===== src/rtl/core/double_hash_table_core_assert.svh =====
// Assertion macros used by the double hash table controller.
`ifndef DOUBLE_HASH_TABLE_CORE_ASSERT_SVH
`define DOUBLE_HASH_TABLE_CORE_ASSERT_SVH
// Implication checked on every rising clock edge while out of reset.
`define DHT_ASSERT_IMP(label, clk, rstn, ante, cons, msg) \
    label: assert property (@(posedge clk) disable iff (!rstn) (ante) |-> (cons)) \
        else $error(msg);
// Next-cycle implication checked while out of reset.
`define DHT_ASSERT_NEXT(label, clk, rstn, ante, cons, msg) \
    label: assert property (@(posedge clk) disable iff (!rstn) (ante) |=> (cons)) \
        else $error(msg);
`endif


===== src/rtl/core/dht_pkg.sv =====
// Package with types, constants and codes for the double hash table core.
`timescale 1ns / 1ps
package dht_pkg;
    localparam int DEFAULT_TABLE_DEPTH = 64;
    localparam int KEY_W = 31;
    localparam int SKEY_W = 32;
    localparam int SIZE_W = 7;
    localparam int SLOT_W = 6;
    localparam logic [1:0] MODE_INSERT = 2'd0;
    localparam logic [1:0] MODE_SEARCH = 2'd1;
    localparam logic [1:0] MODE_REMOVE = 2'd2;
    localparam logic [1:0] MODE_DUMP = 2'd3;
    localparam logic [1:0] MARK_EMPTY = 2'd0;
    localparam logic [1:0] MARK_USED = 2'd1;
    localparam logic [1:0] MARK_GONE = 2'd2;

    typedef struct packed {
        logic load;
        logic mod_start;
        logic step;
        logic wr_ins;
        logic wr_rem;
        logic dump_load;
        logic dump_next;
        logic res_hit;
        logic res_miss;
        logic res_dump;
    } dht_cmd_t;

    typedef struct packed {
        logic mod_done;
        logic probe_last;
        logic key_match;
        logic mark_empty;
        logic mark_used;
        logic dump_last;
    } dht_status_t;
endpackage


===== src/rtl/core/dht_ram.sv =====
// Generic single-port RAM with registered read.
`timescale 1ns / 1ps
module dht_ram #(
    parameter int WIDTH = 32,
    parameter int DEPTH = 64
) (
    input  logic                     aclk,
    input  logic                     we,
    input  logic [$clog2(DEPTH)-1:0] addr,
    input  logic [WIDTH-1:0]         wdata,
    output logic [WIDTH-1:0]         rdata
);
    logic [WIDTH-1:0] mem_reg [DEPTH];

    always_ff @(posedge aclk) begin
        if (we) begin
            mem_reg[addr] <= wdata;
        end
        rdata <= mem_reg[addr];
    end
endmodule


===== src/rtl/core/dht_mod.sv =====
// Restoring modulo unit that computes the key modulo m and m-1, one bit a cycle.
`timescale 1ns / 1ps
module dht_mod import dht_pkg::*; (
    input  logic              aclk,
    input  logic              aresetn,
    input  logic              start,
    input  logic [KEY_W-1:0]  key,
    input  logic [SIZE_W-1:0] m,
    output logic              done,
    output logic [SIZE_W-1:0] rem_m,
    output logic [SIZE_W-1:0] rem_m1
);
    localparam int CNT_W = $clog2(KEY_W + 1);
    logic [KEY_W-1:0]  sh_reg, sh_next;
    logic [SIZE_W-1:0] r0_reg, r0_next, r1_reg, r1_next;
    logic [CNT_W-1:0]  cnt_reg, cnt_next;
    logic              busy_reg, busy_next, done_reg, done_next;
    logic [SIZE_W:0]   t0, t1;
    logic [SIZE_W-1:0] m1;

    assign m1 = m - SIZE_W'(1);

    always_comb begin
        t0 = {r0_reg, sh_reg[KEY_W-1]};
        t1 = {r1_reg, sh_reg[KEY_W-1]};
        sh_next = sh_reg;
        r0_next = r0_reg;
        r1_next = r1_reg;
        cnt_next = cnt_reg;
        busy_next = busy_reg;
        done_next = 1'b0;
        if (start) begin
            sh_next = key;
            r0_next = '0;
            r1_next = '0;
            cnt_next = CNT_W'(KEY_W);
            busy_next = 1'b1;
        end else if (busy_reg) begin
            sh_next = {sh_reg[KEY_W-2:0], 1'b0};
            r0_next = (t0 >= {1'b0, m}) ? SIZE_W'(t0 - {1'b0, m}) : SIZE_W'(t0);
            r1_next = (t1 >= {1'b0, m1}) ? SIZE_W'(t1 - {1'b0, m1}) : SIZE_W'(t1);
            cnt_next = cnt_reg - CNT_W'(1);
            if (cnt_reg == CNT_W'(1)) begin
                busy_next = 1'b0;
                done_next = 1'b1;
            end
        end
    end

    always_ff @(posedge aclk) begin
        if (!aresetn) begin
            busy_reg <= 1'b0;
            done_reg <= 1'b0;
            cnt_reg <= '0;
        end else begin
            busy_reg <= busy_next;
            done_reg <= done_next;
            cnt_reg <= cnt_next;
        end
        sh_reg <= sh_next;
        r0_reg <= r0_next;
        r1_reg <= r1_next;
    end

    assign done = done_reg;
    assign rem_m = r0_reg;
    assign rem_m1 = r1_reg;
endmodule


===== src/rtl/core/dht_datapath.sv =====
// Datapath: slot memories, probe address, clearing sweep and result register.
`timescale 1ns / 1ps
module dht_datapath import dht_pkg::*; #(
    parameter int TABLE_DEPTH = DEFAULT_TABLE_DEPTH
) (
    input  logic              aclk,
    input  logic              aresetn,
    input  dht_cmd_t          cmd,
    output dht_status_t       stat,
    input  logic              cfg_we,
    input  logic [SIZE_W-1:0] cfg_data,
    input  logic [KEY_W-1:0]  in_key,
    input  logic              clr_en,
    input  logic [SLOT_W-1:0] clr_addr,
    output logic              res_status,
    output logic [SLOT_W-1:0] res_slot,
    output logic [SKEY_W-1:0] res_key,
    output logic              res_last
);
    localparam int AW = $clog2(TABLE_DEPTH);
    localparam logic [SIZE_W-1:0] DEPTH_V = SIZE_W'(TABLE_DEPTH);

    logic [SIZE_W-1:0] size_reg, m;
    logic [KEY_W-1:0]  key_reg;
    logic [SIZE_W-1:0] pos_reg, pos_next, step_reg, i_reg;
    logic [SIZE_W:0]   pos_sum;
    logic [AW-1:0]     addr;
    logic              we;
    logic [SKEY_W-1:0] kwd, krd;
    logic [1:0]        mwd, mrd;
    logic              mod_done;
    logic [SIZE_W-1:0] rem_m, rem_m1;

    assign m = (size_reg < SIZE_W'(2)) ? SIZE_W'(2) :
               (size_reg > DEPTH_V) ? DEPTH_V : size_reg;

    dht_mod u_mod (
        .aclk(aclk), .aresetn(aresetn), .start(cmd.mod_start), .key(in_key), .m(m),
        .done(mod_done), .rem_m(rem_m), .rem_m1(rem_m1)
    );

    assign pos_sum = {1'b0, pos_reg} + {1'b0, step_reg};
    assign pos_next = (pos_sum >= {1'b0, m}) ? SIZE_W'(pos_sum - {1'b0, m})
                                             : SIZE_W'(pos_sum);
    assign addr = clr_en ? clr_addr[AW-1:0] : pos_reg[AW-1:0];
    assign we = clr_en | cmd.wr_ins | cmd.wr_rem;
    assign kwd = cmd.wr_ins ? {1'b0, key_reg} : '1;
    assign mwd = cmd.wr_ins ? MARK_USED : (cmd.wr_rem ? MARK_GONE : MARK_EMPTY);

    dht_ram #(.WIDTH(SKEY_W), .DEPTH(TABLE_DEPTH)) u_keys (
        .aclk(aclk), .we(we), .addr(addr), .wdata(kwd), .rdata(krd)
    );
    dht_ram #(.WIDTH(2), .DEPTH(TABLE_DEPTH)) u_marks (
        .aclk(aclk), .we(we), .addr(addr), .wdata(mwd), .rdata(mrd)
    );

    always_ff @(posedge aclk) begin
        if (!aresetn) begin
            size_reg <= DEPTH_V;
        end else if (cfg_we) begin
            size_reg <= cfg_data;
        end
        if (cmd.load) key_reg <= in_key;
        if (mod_done) begin
            pos_reg <= rem_m;
            step_reg <= rem_m1 + SIZE_W'(1);
            i_reg <= '0;
        end else if (cmd.dump_load) begin
            pos_reg <= '0;
        end else if (cmd.dump_next) begin
            pos_reg <= pos_reg + SIZE_W'(1);
        end else if (cmd.step) begin
            pos_reg <= pos_next;
            i_reg <= i_reg + SIZE_W'(1);
        end
        if (cmd.res_hit) begin
            res_status <= 1'b0;
            res_slot <= SLOT_W'(pos_reg);
            res_key <= cmd.wr_ins ? {1'b0, key_reg} : (cmd.wr_rem ? '1 : krd);
            res_last <= 1'b1;
        end else if (cmd.res_miss) begin
            res_status <= 1'b1;
            res_slot <= '0;
            res_key <= '1;
            res_last <= 1'b1;
        end else if (cmd.res_dump) begin
            res_status <= 1'b0;
            res_slot <= SLOT_W'(pos_reg);
            res_key <= krd;
            res_last <= (pos_reg == m - SIZE_W'(1));
        end
    end

    assign stat.mod_done = mod_done;
    assign stat.probe_last = (i_reg == m - SIZE_W'(1));
    assign stat.key_match = (krd == {1'b0, key_reg});
    assign stat.mark_empty = (mrd == MARK_EMPTY);
    assign stat.mark_used = (mrd == MARK_USED);
    assign stat.dump_last = (pos_reg == m - SIZE_W'(1));
endmodule


===== src/rtl/core/dht_ctrl.sv =====
// Controller state machine sequencing clear, probes, dump and the output handshake.
`timescale 1ns / 1ps
module dht_ctrl import dht_pkg::*; #(
    parameter int TABLE_DEPTH = DEFAULT_TABLE_DEPTH
) (
    input  logic              aclk,
    input  logic              aresetn,
    input  logic              s_valid,
    output logic              s_ready,
    input  logic [1:0]        s_mode,
    output logic              m_valid,
    input  logic              m_ready,
    input  dht_status_t       stat,
    output dht_cmd_t          cmd,
    output logic              clr_en,
    output logic [SLOT_W-1:0] clr_addr
);
    `include "double_hash_table_core_assert.svh"
    localparam logic [2:0] ST_CLEAR = 3'd0;
    localparam logic [2:0] ST_IDLE = 3'd1;
    localparam logic [2:0] ST_MOD = 3'd2;
    localparam logic [2:0] ST_READ = 3'd3;
    localparam logic [2:0] ST_EVAL = 3'd4;
    localparam logic [2:0] ST_OUT = 3'd5;
    localparam logic [2:0] ST_DREAD = 3'd6;
    localparam logic [2:0] ST_DEVAL = 3'd7;
    localparam logic [SLOT_W-1:0] CLR_END = SLOT_W'(TABLE_DEPTH - 1);

    logic [2:0]        state_reg, state_next;
    logic [1:0]        mode_reg;
    logic [SLOT_W-1:0] clr_reg;
    logic              mv_reg, mv_next;

    assign s_ready = (state_reg == ST_IDLE) && !mv_reg;
    assign m_valid = mv_reg;
    assign clr_en = (state_reg == ST_CLEAR);
    assign clr_addr = clr_reg;

    always_comb begin
        cmd = '0;
        state_next = state_reg;
        mv_next = mv_reg && !m_ready;
        case (state_reg)
            ST_CLEAR: begin
                if (clr_reg == CLR_END) state_next = ST_IDLE;
            end
            ST_IDLE: begin
                if (s_valid && s_ready) begin
                    cmd.load = 1'b1;
                    if (s_mode == MODE_DUMP) begin
                        cmd.dump_load = 1'b1;
                        state_next = ST_DREAD;
                    end else begin
                        cmd.mod_start = 1'b1;
                        state_next = ST_MOD;
                    end
                end
            end
            ST_MOD: begin
                if (stat.mod_done) state_next = ST_READ;
            end
            ST_READ: state_next = ST_EVAL;
            ST_EVAL: begin
                if (mode_reg == MODE_INSERT) begin
                    if (!stat.mark_used) begin
                        cmd.wr_ins = 1'b1;
                        cmd.res_hit = 1'b1;
                        state_next = ST_OUT;
                    end
                end else if (stat.key_match) begin
                    cmd.wr_rem = (mode_reg == MODE_REMOVE);
                    cmd.res_hit = 1'b1;
                    state_next = ST_OUT;
                end else if (stat.mark_empty) begin
                    cmd.res_miss = 1'b1;
                    state_next = ST_OUT;
                end
                if (state_next == ST_EVAL) begin
                    if (stat.probe_last) begin
                        cmd.res_miss = 1'b1;
                        state_next = ST_OUT;
                    end else begin
                        cmd.step = 1'b1;
                        state_next = ST_READ;
                    end
                end
                if (state_next == ST_OUT) begin
                    mv_next = 1'b1;
                    state_next = ST_IDLE;
                end
            end
            ST_DREAD: begin
                if (!mv_reg || m_ready) state_next = ST_DEVAL;
            end
            ST_DEVAL: begin
                cmd.res_dump = 1'b1;
                mv_next = 1'b1;
                if (stat.dump_last) begin
                    state_next = ST_IDLE;
                end else begin
                    cmd.dump_next = 1'b1;
                    state_next = ST_DREAD;
                end
            end
            default: state_next = ST_IDLE;
        endcase
    end

    always_ff @(posedge aclk) begin
        if (!aresetn) begin
            state_reg <= ST_CLEAR;
            clr_reg <= '0;
            mv_reg <= 1'b0;
        end else begin
            state_reg <= state_next;
            mv_reg <= mv_next;
            if (state_reg == ST_CLEAR) clr_reg <= clr_reg + SLOT_W'(1);
        end
        if (cmd.load) mode_reg <= s_mode;
    end

    `DHT_ASSERT_IMP(a_no_accept_clear, aclk, aresetn, state_reg == ST_CLEAR, !s_ready,
        "input accepted during clear")
    `DHT_ASSERT_IMP(a_dump_free, aclk, aresetn, state_reg == ST_DEVAL, !mv_reg || m_ready,
        "dump overwrote a pending word")
    `DHT_ASSERT_NEXT(a_eval_write, aclk, aresetn, cmd.wr_ins || cmd.wr_rem, m_valid,
        "write without a result")
    `DHT_ASSERT_IMP(a_one_write, aclk, aresetn, 1'b1, !(cmd.wr_ins && cmd.wr_rem),
        "insert and remove together")
endmodule


===== src/rtl/core/double_hash_table_core.sv =====
// Insert/search/remove first run the bit-serial modulo, then probe slots, each a read and an evaluation.
// One operation at a time: no new word is accepted until the previous result has been taken.
// Dump gives one word per slot, alternating a registered slot memory read and an evaluation.
// Reset: synchronous active-low; a clearing pass over all TABLE_DEPTH slots follows,
// with no input word accepted; configuration writes are taken throughout.
`timescale 1ns / 1ps
module double_hash_table_core import dht_pkg::*; #(
    parameter int TABLE_DEPTH = DEFAULT_TABLE_DEPTH
) (
    input  logic              aclk,
    input  logic              aresetn,
    input  logic              cfg_we,
    input  logic [SIZE_W-1:0] cfg_data,
    input  logic              s_valid,
    output logic              s_ready,
    input  logic [1:0]        s_mode,
    input  logic [KEY_W-1:0]  s_key,
    output logic              m_valid,
    input  logic              m_ready,
    output logic              m_status,
    output logic [SLOT_W-1:0] m_slot,
    output logic [SKEY_W-1:0] m_slot_key_out,
    output logic              m_last
);
    dht_cmd_t          cmd;
    dht_status_t       stat;
    logic              clr_en;
    logic [SLOT_W-1:0] clr_addr;

    dht_ctrl #(.TABLE_DEPTH(TABLE_DEPTH)) u_ctrl (
        .aclk(aclk), .aresetn(aresetn), .s_valid(s_valid), .s_ready(s_ready),
        .s_mode(s_mode), .m_valid(m_valid), .m_ready(m_ready), .stat(stat),
        .cmd(cmd), .clr_en(clr_en), .clr_addr(clr_addr)
    );

    dht_datapath #(.TABLE_DEPTH(TABLE_DEPTH)) u_dp (
        .aclk(aclk), .aresetn(aresetn), .cmd(cmd), .stat(stat), .cfg_we(cfg_we),
        .cfg_data(cfg_data), .in_key(s_key), .clr_en(clr_en), .clr_addr(clr_addr),
        .res_status(m_status), .res_slot(m_slot), .res_key(m_slot_key_out),
        .res_last(m_last)
    );
endmodule

===== config.mk =====
export PLATFORM = sky130hd
export DESIGN_NAME = double_hash_table_core
export DESIGN_NICKNAME = d
export VERILOG_FILES = /design/src/rtl/core/dht_pkg.sv /design/src/rtl/core/dht_ram.sv /design/src/rtl/core/dht_mod.sv /design/src/rtl/core/dht_datapath.sv /design/src/rtl/core/dht_ctrl.sv /design/src/rtl/core/double_hash_table_core.sv
export VERILOG_INCLUDE_DIRS = /design/src /design/src/rtl/core
export SDC_FILE = /design/constraint.sdc
export NUM_CORES = 2
export LEC_CHECK = 0
export BUFFER_PORTS_ARGS = -buffer_cell sky130_fd_sc_hd__clkbuf_2
export CAP_MARGIN = 30
export CELL_PAD_IN_SITES_DETAIL_PLACEMENT = 0
export CELL_PAD_IN_SITES_GLOBAL_PLACEMENT = 2
export CORE_ASPECT_RATIO = 1.5
export CORE_UTILIZATION = 44
export DETAILED_ROUTE_END_ITERATION = 10
export GPL_TIMING_DRIVEN = 0
export PLACE_DENSITY = 0.8
export SYNTH_ARGS = -nofsm -noshare
export SYNTH_HDL_FRONTEND = slang
export SYNTH_HIERARCHICAL = 1
export SYNTH_SLANG_ARGS = --single-unit

===== constraint.sdc =====
create_clock -name aclk -period 7.7 [get_ports aclk]
set_clock_uncertainty 0.05 [all_clocks]
set_input_delay 0 -clock aclk [delete_from_list [all_inputs] [get_ports aclk]]
set_output_delay 0 -clock aclk [all_outputs]
set_load 0.005 [all_outputs]

-- Yosys cells after proc, flatten, opt, wreduce, memory -nomap -nowiden
Memories as Yosys holds them, arrays and structs flattened. A register that Yosys moved wholly into a read port is not among the register bits.
Index checks and enable logic that the tools add are counted.
- register bits: 163
- bits in latches: 0
- RAM bits: 2176
- bits in read-only memories: 0
- input bits: 45
- word-level logic and storage cells: 154
- memories: 2
- memories (memory ; words ; width ; read ports ; clocked after Yosys merged registers in ; write ports ; RTL line ; RTL):
    u_dp.u_keys.mem_reg ; 64 ; 32 ; 1 ; 1 ; 1 ; dht_ram.sv:13 ; logic [WIDTH-1:0] mem_reg [DEPTH];
    u_dp.u_marks.mem_reg ; 64 ; 2 ; 1 ; 1 ; 1 ; dht_ram.sv:13 ;
- $add $sub $neg: 10
- multipliers: 0
- divide/modulo/power cells: 0
- order comparisons: 5
- equality and inequality tests: 20
- shifts and indexed selects: 0
- multiplexer cells: 75
- bitwise gates (word level): 6
- reduce and logical (&&, ||, !) cells: 17
- operators with widths (cell ; count):
    $mux 32 ; 6
    $mux 7 ; 9
    $mux 31 ; 2
    $mux 3 ; 16
    $eq 32x31->1 ; 1
    $mux 1 ; 29
    $ge 8x7->1 ; 3
    $mux 6 ; 4
    $add 7x1->7 const B ; 3
    $pmux 3 s7 ; 1
    $sub 7x7->7 ; 3
    $eq 3x3->1 const B ; 5
    $eq 7x7->1 ; 2
    $mux 2 ; 5
    $mux 5 ; 2
    $add 7x7->8 ; 1
    $gt 7x7->1 const B ; 1
    $lt 7x2->1 const B ; 1
    $sub 7x1->7 const B ; 1
    $add 6x1->6 const B ; 1
    $eq 3x2->1 const B ; 2
    $eq 6x6->1 const B ; 1
    $eq 5x1->1 const B ; 1
    $sub 5x1->5 const B ; 1
    other kinds (20) ; 32

-- Depth between registers and ports, before layout
- depth in word-level cells: 12
- gate-level depth with buffers: 20

-- By module
Netlist, hierarchy kept.
- by module, submodules not included (module ; instances ; cells each ; area an instance (um^2)):
    dht_ram (u_dp.u_keys) ; 1 ; 4239 ; 78928.2
    dht_datapath ; 1 ; 496 ; 5549.1
    dht_ram (u_dp.u_marks) ; 1 ; 361 ; 5481.5
    dht_mod ; 1 ; 281 ; 2986.6
    dht_ctrl ; 1 ; 85 ; 714.4

-- Worst setup path after synthesis
Ideal clock, no wire load.
- path type: reg2reg
- start point: register u_ctrl.state_reg[2]
- end point: memory u_dp.u_keys.mem_reg[11][0], enable pin
- arrival time: 6.788 ns
- required time: 7.229 ns
- setup slack: 0.441 ns
- stages on the path, launching flop included: 9
- period minus slack after synthesis: 7.259 ns
- cells stage by stage: dfxtp_1 -> clkbuf_1 -> nand2_1 -> nor4_1 -> clkbuf_1 -> or3_1 -> nor2b_1 -> nand2_1 -> nor2_1
- RTL lines (element ; RTL line ; RTL):
    start: declaration ; dht_ctrl.sv:29 ; logic [2:0] state_reg, state_next;
    start signal: assignment ; dht_ctrl.sv:115 ; state_reg <= state_next;
    end: declaration ; dht_ram.sv:13 ;

-- Worst setup path in the final report
- start point: register u_ctrl.state_reg[1]
- end point: memory u_dp.u_keys.mem_reg[61][5], enable pin
- elaborated cells between the ends (all ways): 8
- classes of those cells: eq/ne: 1; mux: 4; bitwise: 2; reduce/logical: 1
- RTL lines (element ; RTL line ; RTL):
    $logic_not 3->1 ; dht_ctrl.sv:36 ; assign clr_en = (state_reg == ST_CLEAR);
    via clr_en ; double_hash_table_core.sv:27 ; logic clr_en;
    $mux 6 ; dht_datapath.sv:45 ; assign addr = clr_en ? clr_addr[AW-1:0] : pos_reg[AW-1:0];
    via u_dp.addr[2] ; dht_datapath.sv:27 ; logic [AW-1:0] addr;
The timed path passes the listed nets, and every way through them passes these cells.

==> key figures <==
Yosys
  • Post-Syn Instances: 5462
  • Sequential share of the synthesized area: 0.752
  • Post-synth EDFFs: 2292
  • Syn. warnings: 6
  • Avg Inst Size Synth: 17.1 um2
  • Yosys cell types: 92
  • Post-synthesis instance area: 93700 um2
  • Syn nets: 5547
  • FFs w/ async S/R, synth: 0
  • Post-synthesis register bit count: 2373
  • Ys flop type: edfxtp_1

Hold path
  • Hold_sp: s_mode[1]
  • Hold Path Stages: 4
  • Min-delay worst type: in2reg
  • Hold endpoint: u_ctrl/state_reg[2]

Route
  • Routed Antenna Nets: 0
  • Total number of vias: 55000
  • Iter 0 DRT Violations: 6156
  • Drt total wl: 282 mm
  • Vias per cell: 6.12
  • DRC errors left: 0
  • Drt first pass iters: 7
  • WL/cell: 31.4 um

Clock network
  • Root Buffer: clkbuf_16
  • Clk pin slew, worst setup/hold paths: 60 ps
  • Max Root-Sink Buffers: 4
  • CTS buffer count: 209
  • CTS tree: done
  • Buffer count from post-CTS setup fixing: 0
  • Max H-tree Level: 4
  • CTS Sinks: 2373
  • Clock latency at the later pin of the worst-skew pair: 860 ps
  • CTS Hold Buffers Added: 105
  • Cts repair resizes: 0

Power
  • NetSw: 5700 uW
  • Combinational Power Share: 0.059
  • Power per cell area: 240 nW/um2
  • Leakage power: 0.0385 uW
  • Peak supply drop: 0.181 mV
  • Internal: 20300 uW
  • Sw Ratio: 0.219
  • Sequential share of power: 0.540
  • Clock power frac: 0.402

Finish
  • Layout Cells excl Fill: 8991
  • Design area: 108000 um2
  • Syn-to-layout area delta: 15.8%
  • Share of layout cells above drive strength 1: 0.174
  • Max reg flops: 2048
  • Final nets: 6079

Setup path
  • Reg2Reg Depth: 13
  • Critical path peak fanout: 18
  • Critical path endpoint category: flop
  • Worst path required time: 8170 ps
  • FF-to-FF End: u_dp/u_keys/mem_reg[61][5]
  • Critical R2R Launch: u_ctrl/state_reg[1]
  • Reg2Reg Setup Slack: 1230 ps
  • Worst setup path class: reg2reg
  • Arrival time worst endpoint: 6940 ps
  • Worst Setup SP: u_ctrl/state_reg[1]
  • Setup crit start kind: flop

Placement
  • Placed insts: 8495
  • Post-placement cell area: 101000 um2
  • Routability cong.: 0.906
  • Detailed Place HPWL: 196 mm
  • Number of I/O port buffers: 85

Floorplanning
  • Die Y-Extent: 567 um
  • Die width: 379 um
  • Core area: 212000 um2
  • I/O pin count: 87
  • Die area: 215000 um2
  • Initial core utilization: 0.442
  • Placement Rows: 207

Global routing
  • Number of global-route vias before repair: 54700
  • Gr ovfl total: 0
  • Pin count of the biggest net entering global routing: 65
  • GRT Overall Usage: 0.258
  • First-pass GRT wire length: 394 mm
  • Initial antenna violation count: 13

STA
  • Tcrit/Tclk final: 0.840
  • Final setup TNS: 0 ps
  • Final setup violation count: 0
  • Slew @ Worst Pin: 1220 ps
  • Tmin final: 6470 ps
  • Max_slew headroom: 0.188
  • Max Slew Vio Count: 0
  • RSZ-0062 raised after global routing: false
  • Final hold vios: 0
  • FMAX: 155 MHz

Run
  • Max-Cap Viols: 0

Run status
  • Status: completed
## logic make-up (layout without fill, tap and decap cells)
family,Yosys count,after routing,share of synthesized area
fa+ha+maj,40,40,0.00566
simple gates,812,812,0.0448
buf+inv,410,1111,0.0195
xor+xnor,81,81,0.00757
compound gates,1152,1152,0.0900
flops,2373,2373,0.752
other cells,0,7,0
mux,594,594,0.0803
## worst max-delay path, stage by stage (launching register included)
cell      delay, ps
dfxtp_1         310
buf_6           140
nor3_4          320
clkbuf_1        380
mux2_2          380
buf_2           330
buf_2           460
buf_2           390
buf_2           540
buf_2           490
buf_2           370
nand3_1         720
nor2_4          920
buf_12          280
## placed cells by master, fill, tap and decap left out, types with 20 or more instances in the layout
master,n
nor4_1,25
clkinv_1,38
buf_12,78
nand2_1,83
clkinv_2,41
a21oi_1,168
clkbuf_1,241
mux2i_1,289
a221oi_1,187
a22oi_1,200
o22a_1,102
ha_1,36
dlygate4sd3_1,105
nor2b_1,30
xnor2_1,28
a31oi_1,47
a22o_1,72
o22ai_1,95
nor2_1,217
o21ai_0,108
mux2_2,197
bufinv_16,21
clkbuf_16,214
inv_1,46
a211oi_1,25
xor2_1,53
nor2_4,64
dfxtp_1,81
nor3_1,38
edfxtp_1,2292
buf_2,103
clkbuf_2,85
buf_4,20
mux4_2,105
and3_1,91
nand3_1,79
nand2b_1,29
buf_1,39
## per-layer routing
| metal | GRT usage | vias to the layer above | routed length [um] |
|---|---|---|---|
| met4 | 0.156 | 4 | 19400 |
| met2 | 0.451 | 2688 | 144000 |
| li1 | - | 23300 | - |
| met3 | 0.0379 | 761 | 19900 |
| met1 | 0.298 | 28300 | 98600 |
| met5 | 0 | - | 27 |
## Yosys cell counts, drive strengths merged (91+ instances only)
library cell / instances / area share
mux4: 105 / 0.025
mux2: 200 / 0.024
o22a: 102 / 0.0095
a22oi: 200 / 0.016
mux2i: 289 / 0.031
buf: 158 / 0.0094
nor2: 281 / 0.011
o21ai: 114 / 0.0061
a21oi: 168 / 0.0090
edfxtp: 2292 / 0.73
and3: 91 / 0.0061
a221oi: 188 / 0.018
o22ai: 95 / 0.0063
clkbuf: 202 / 0.0081
## power groups by stage
stage / Combinational (uW) / Sequential, uW / Clock (uW)
after CTS: 1500 / 14000 / 10600
final: 1530 / 14000 / 10400
after floorplan: 808 / 14300 / 0
after global routing: 1570 / 14000 / 11000
after detailed placement: 1450 / 14300 / 0
after global placement: 1400 / 14300 / 0
## how the worst max path moves through the flow
stage,depth (start not counted),to,slack [ps]
floorplan,8,u_dp/u_keys/mem_reg[11][0],440
global placement,8,u_dp/u_keys/mem_reg[57][5],-5320
detailed placement,17,u_dp/u_keys/rdata[18],1330
CTS,17,u_dp/u_keys/rdata[18],1320
global route,17,u_dp/u_keys/rdata[18],1130
finish,13,u_dp/u_keys/mem_reg[61][5],1230
## per-stage QoR
step / utilization / setup slack (ps) / power [uW] / hold WS, ps
after floorplan: - / 441 / 15100 / 48.6
after CTS: 0.512 / 1320 / 26100 / 19.9
after detailed placement: 0.475 / 1330 / 15800 / 152
after global placement: 0.461 / -5320 / 15700 / 148
final: 0.512 / 1230 / 26000 / 66.1
after global routing: 0.512 / 1130 / 26600 / 110
## area by class of cell
class | count | area, um2
clock inverter | 122 | 1170
fill | 17300 | 103000
sequential | 2373 | 70400
tap | 2821 | 3530
multi-input combinational | 2679 | 22100
buffer | 360 | 1640
inverter | 50 | 188
timing repair buffer | 321 | 3810
clock buffer | 258 | 5560
antenna | 7 | 17.5
No activity file was read; power rests on OpenSTA's default activity.
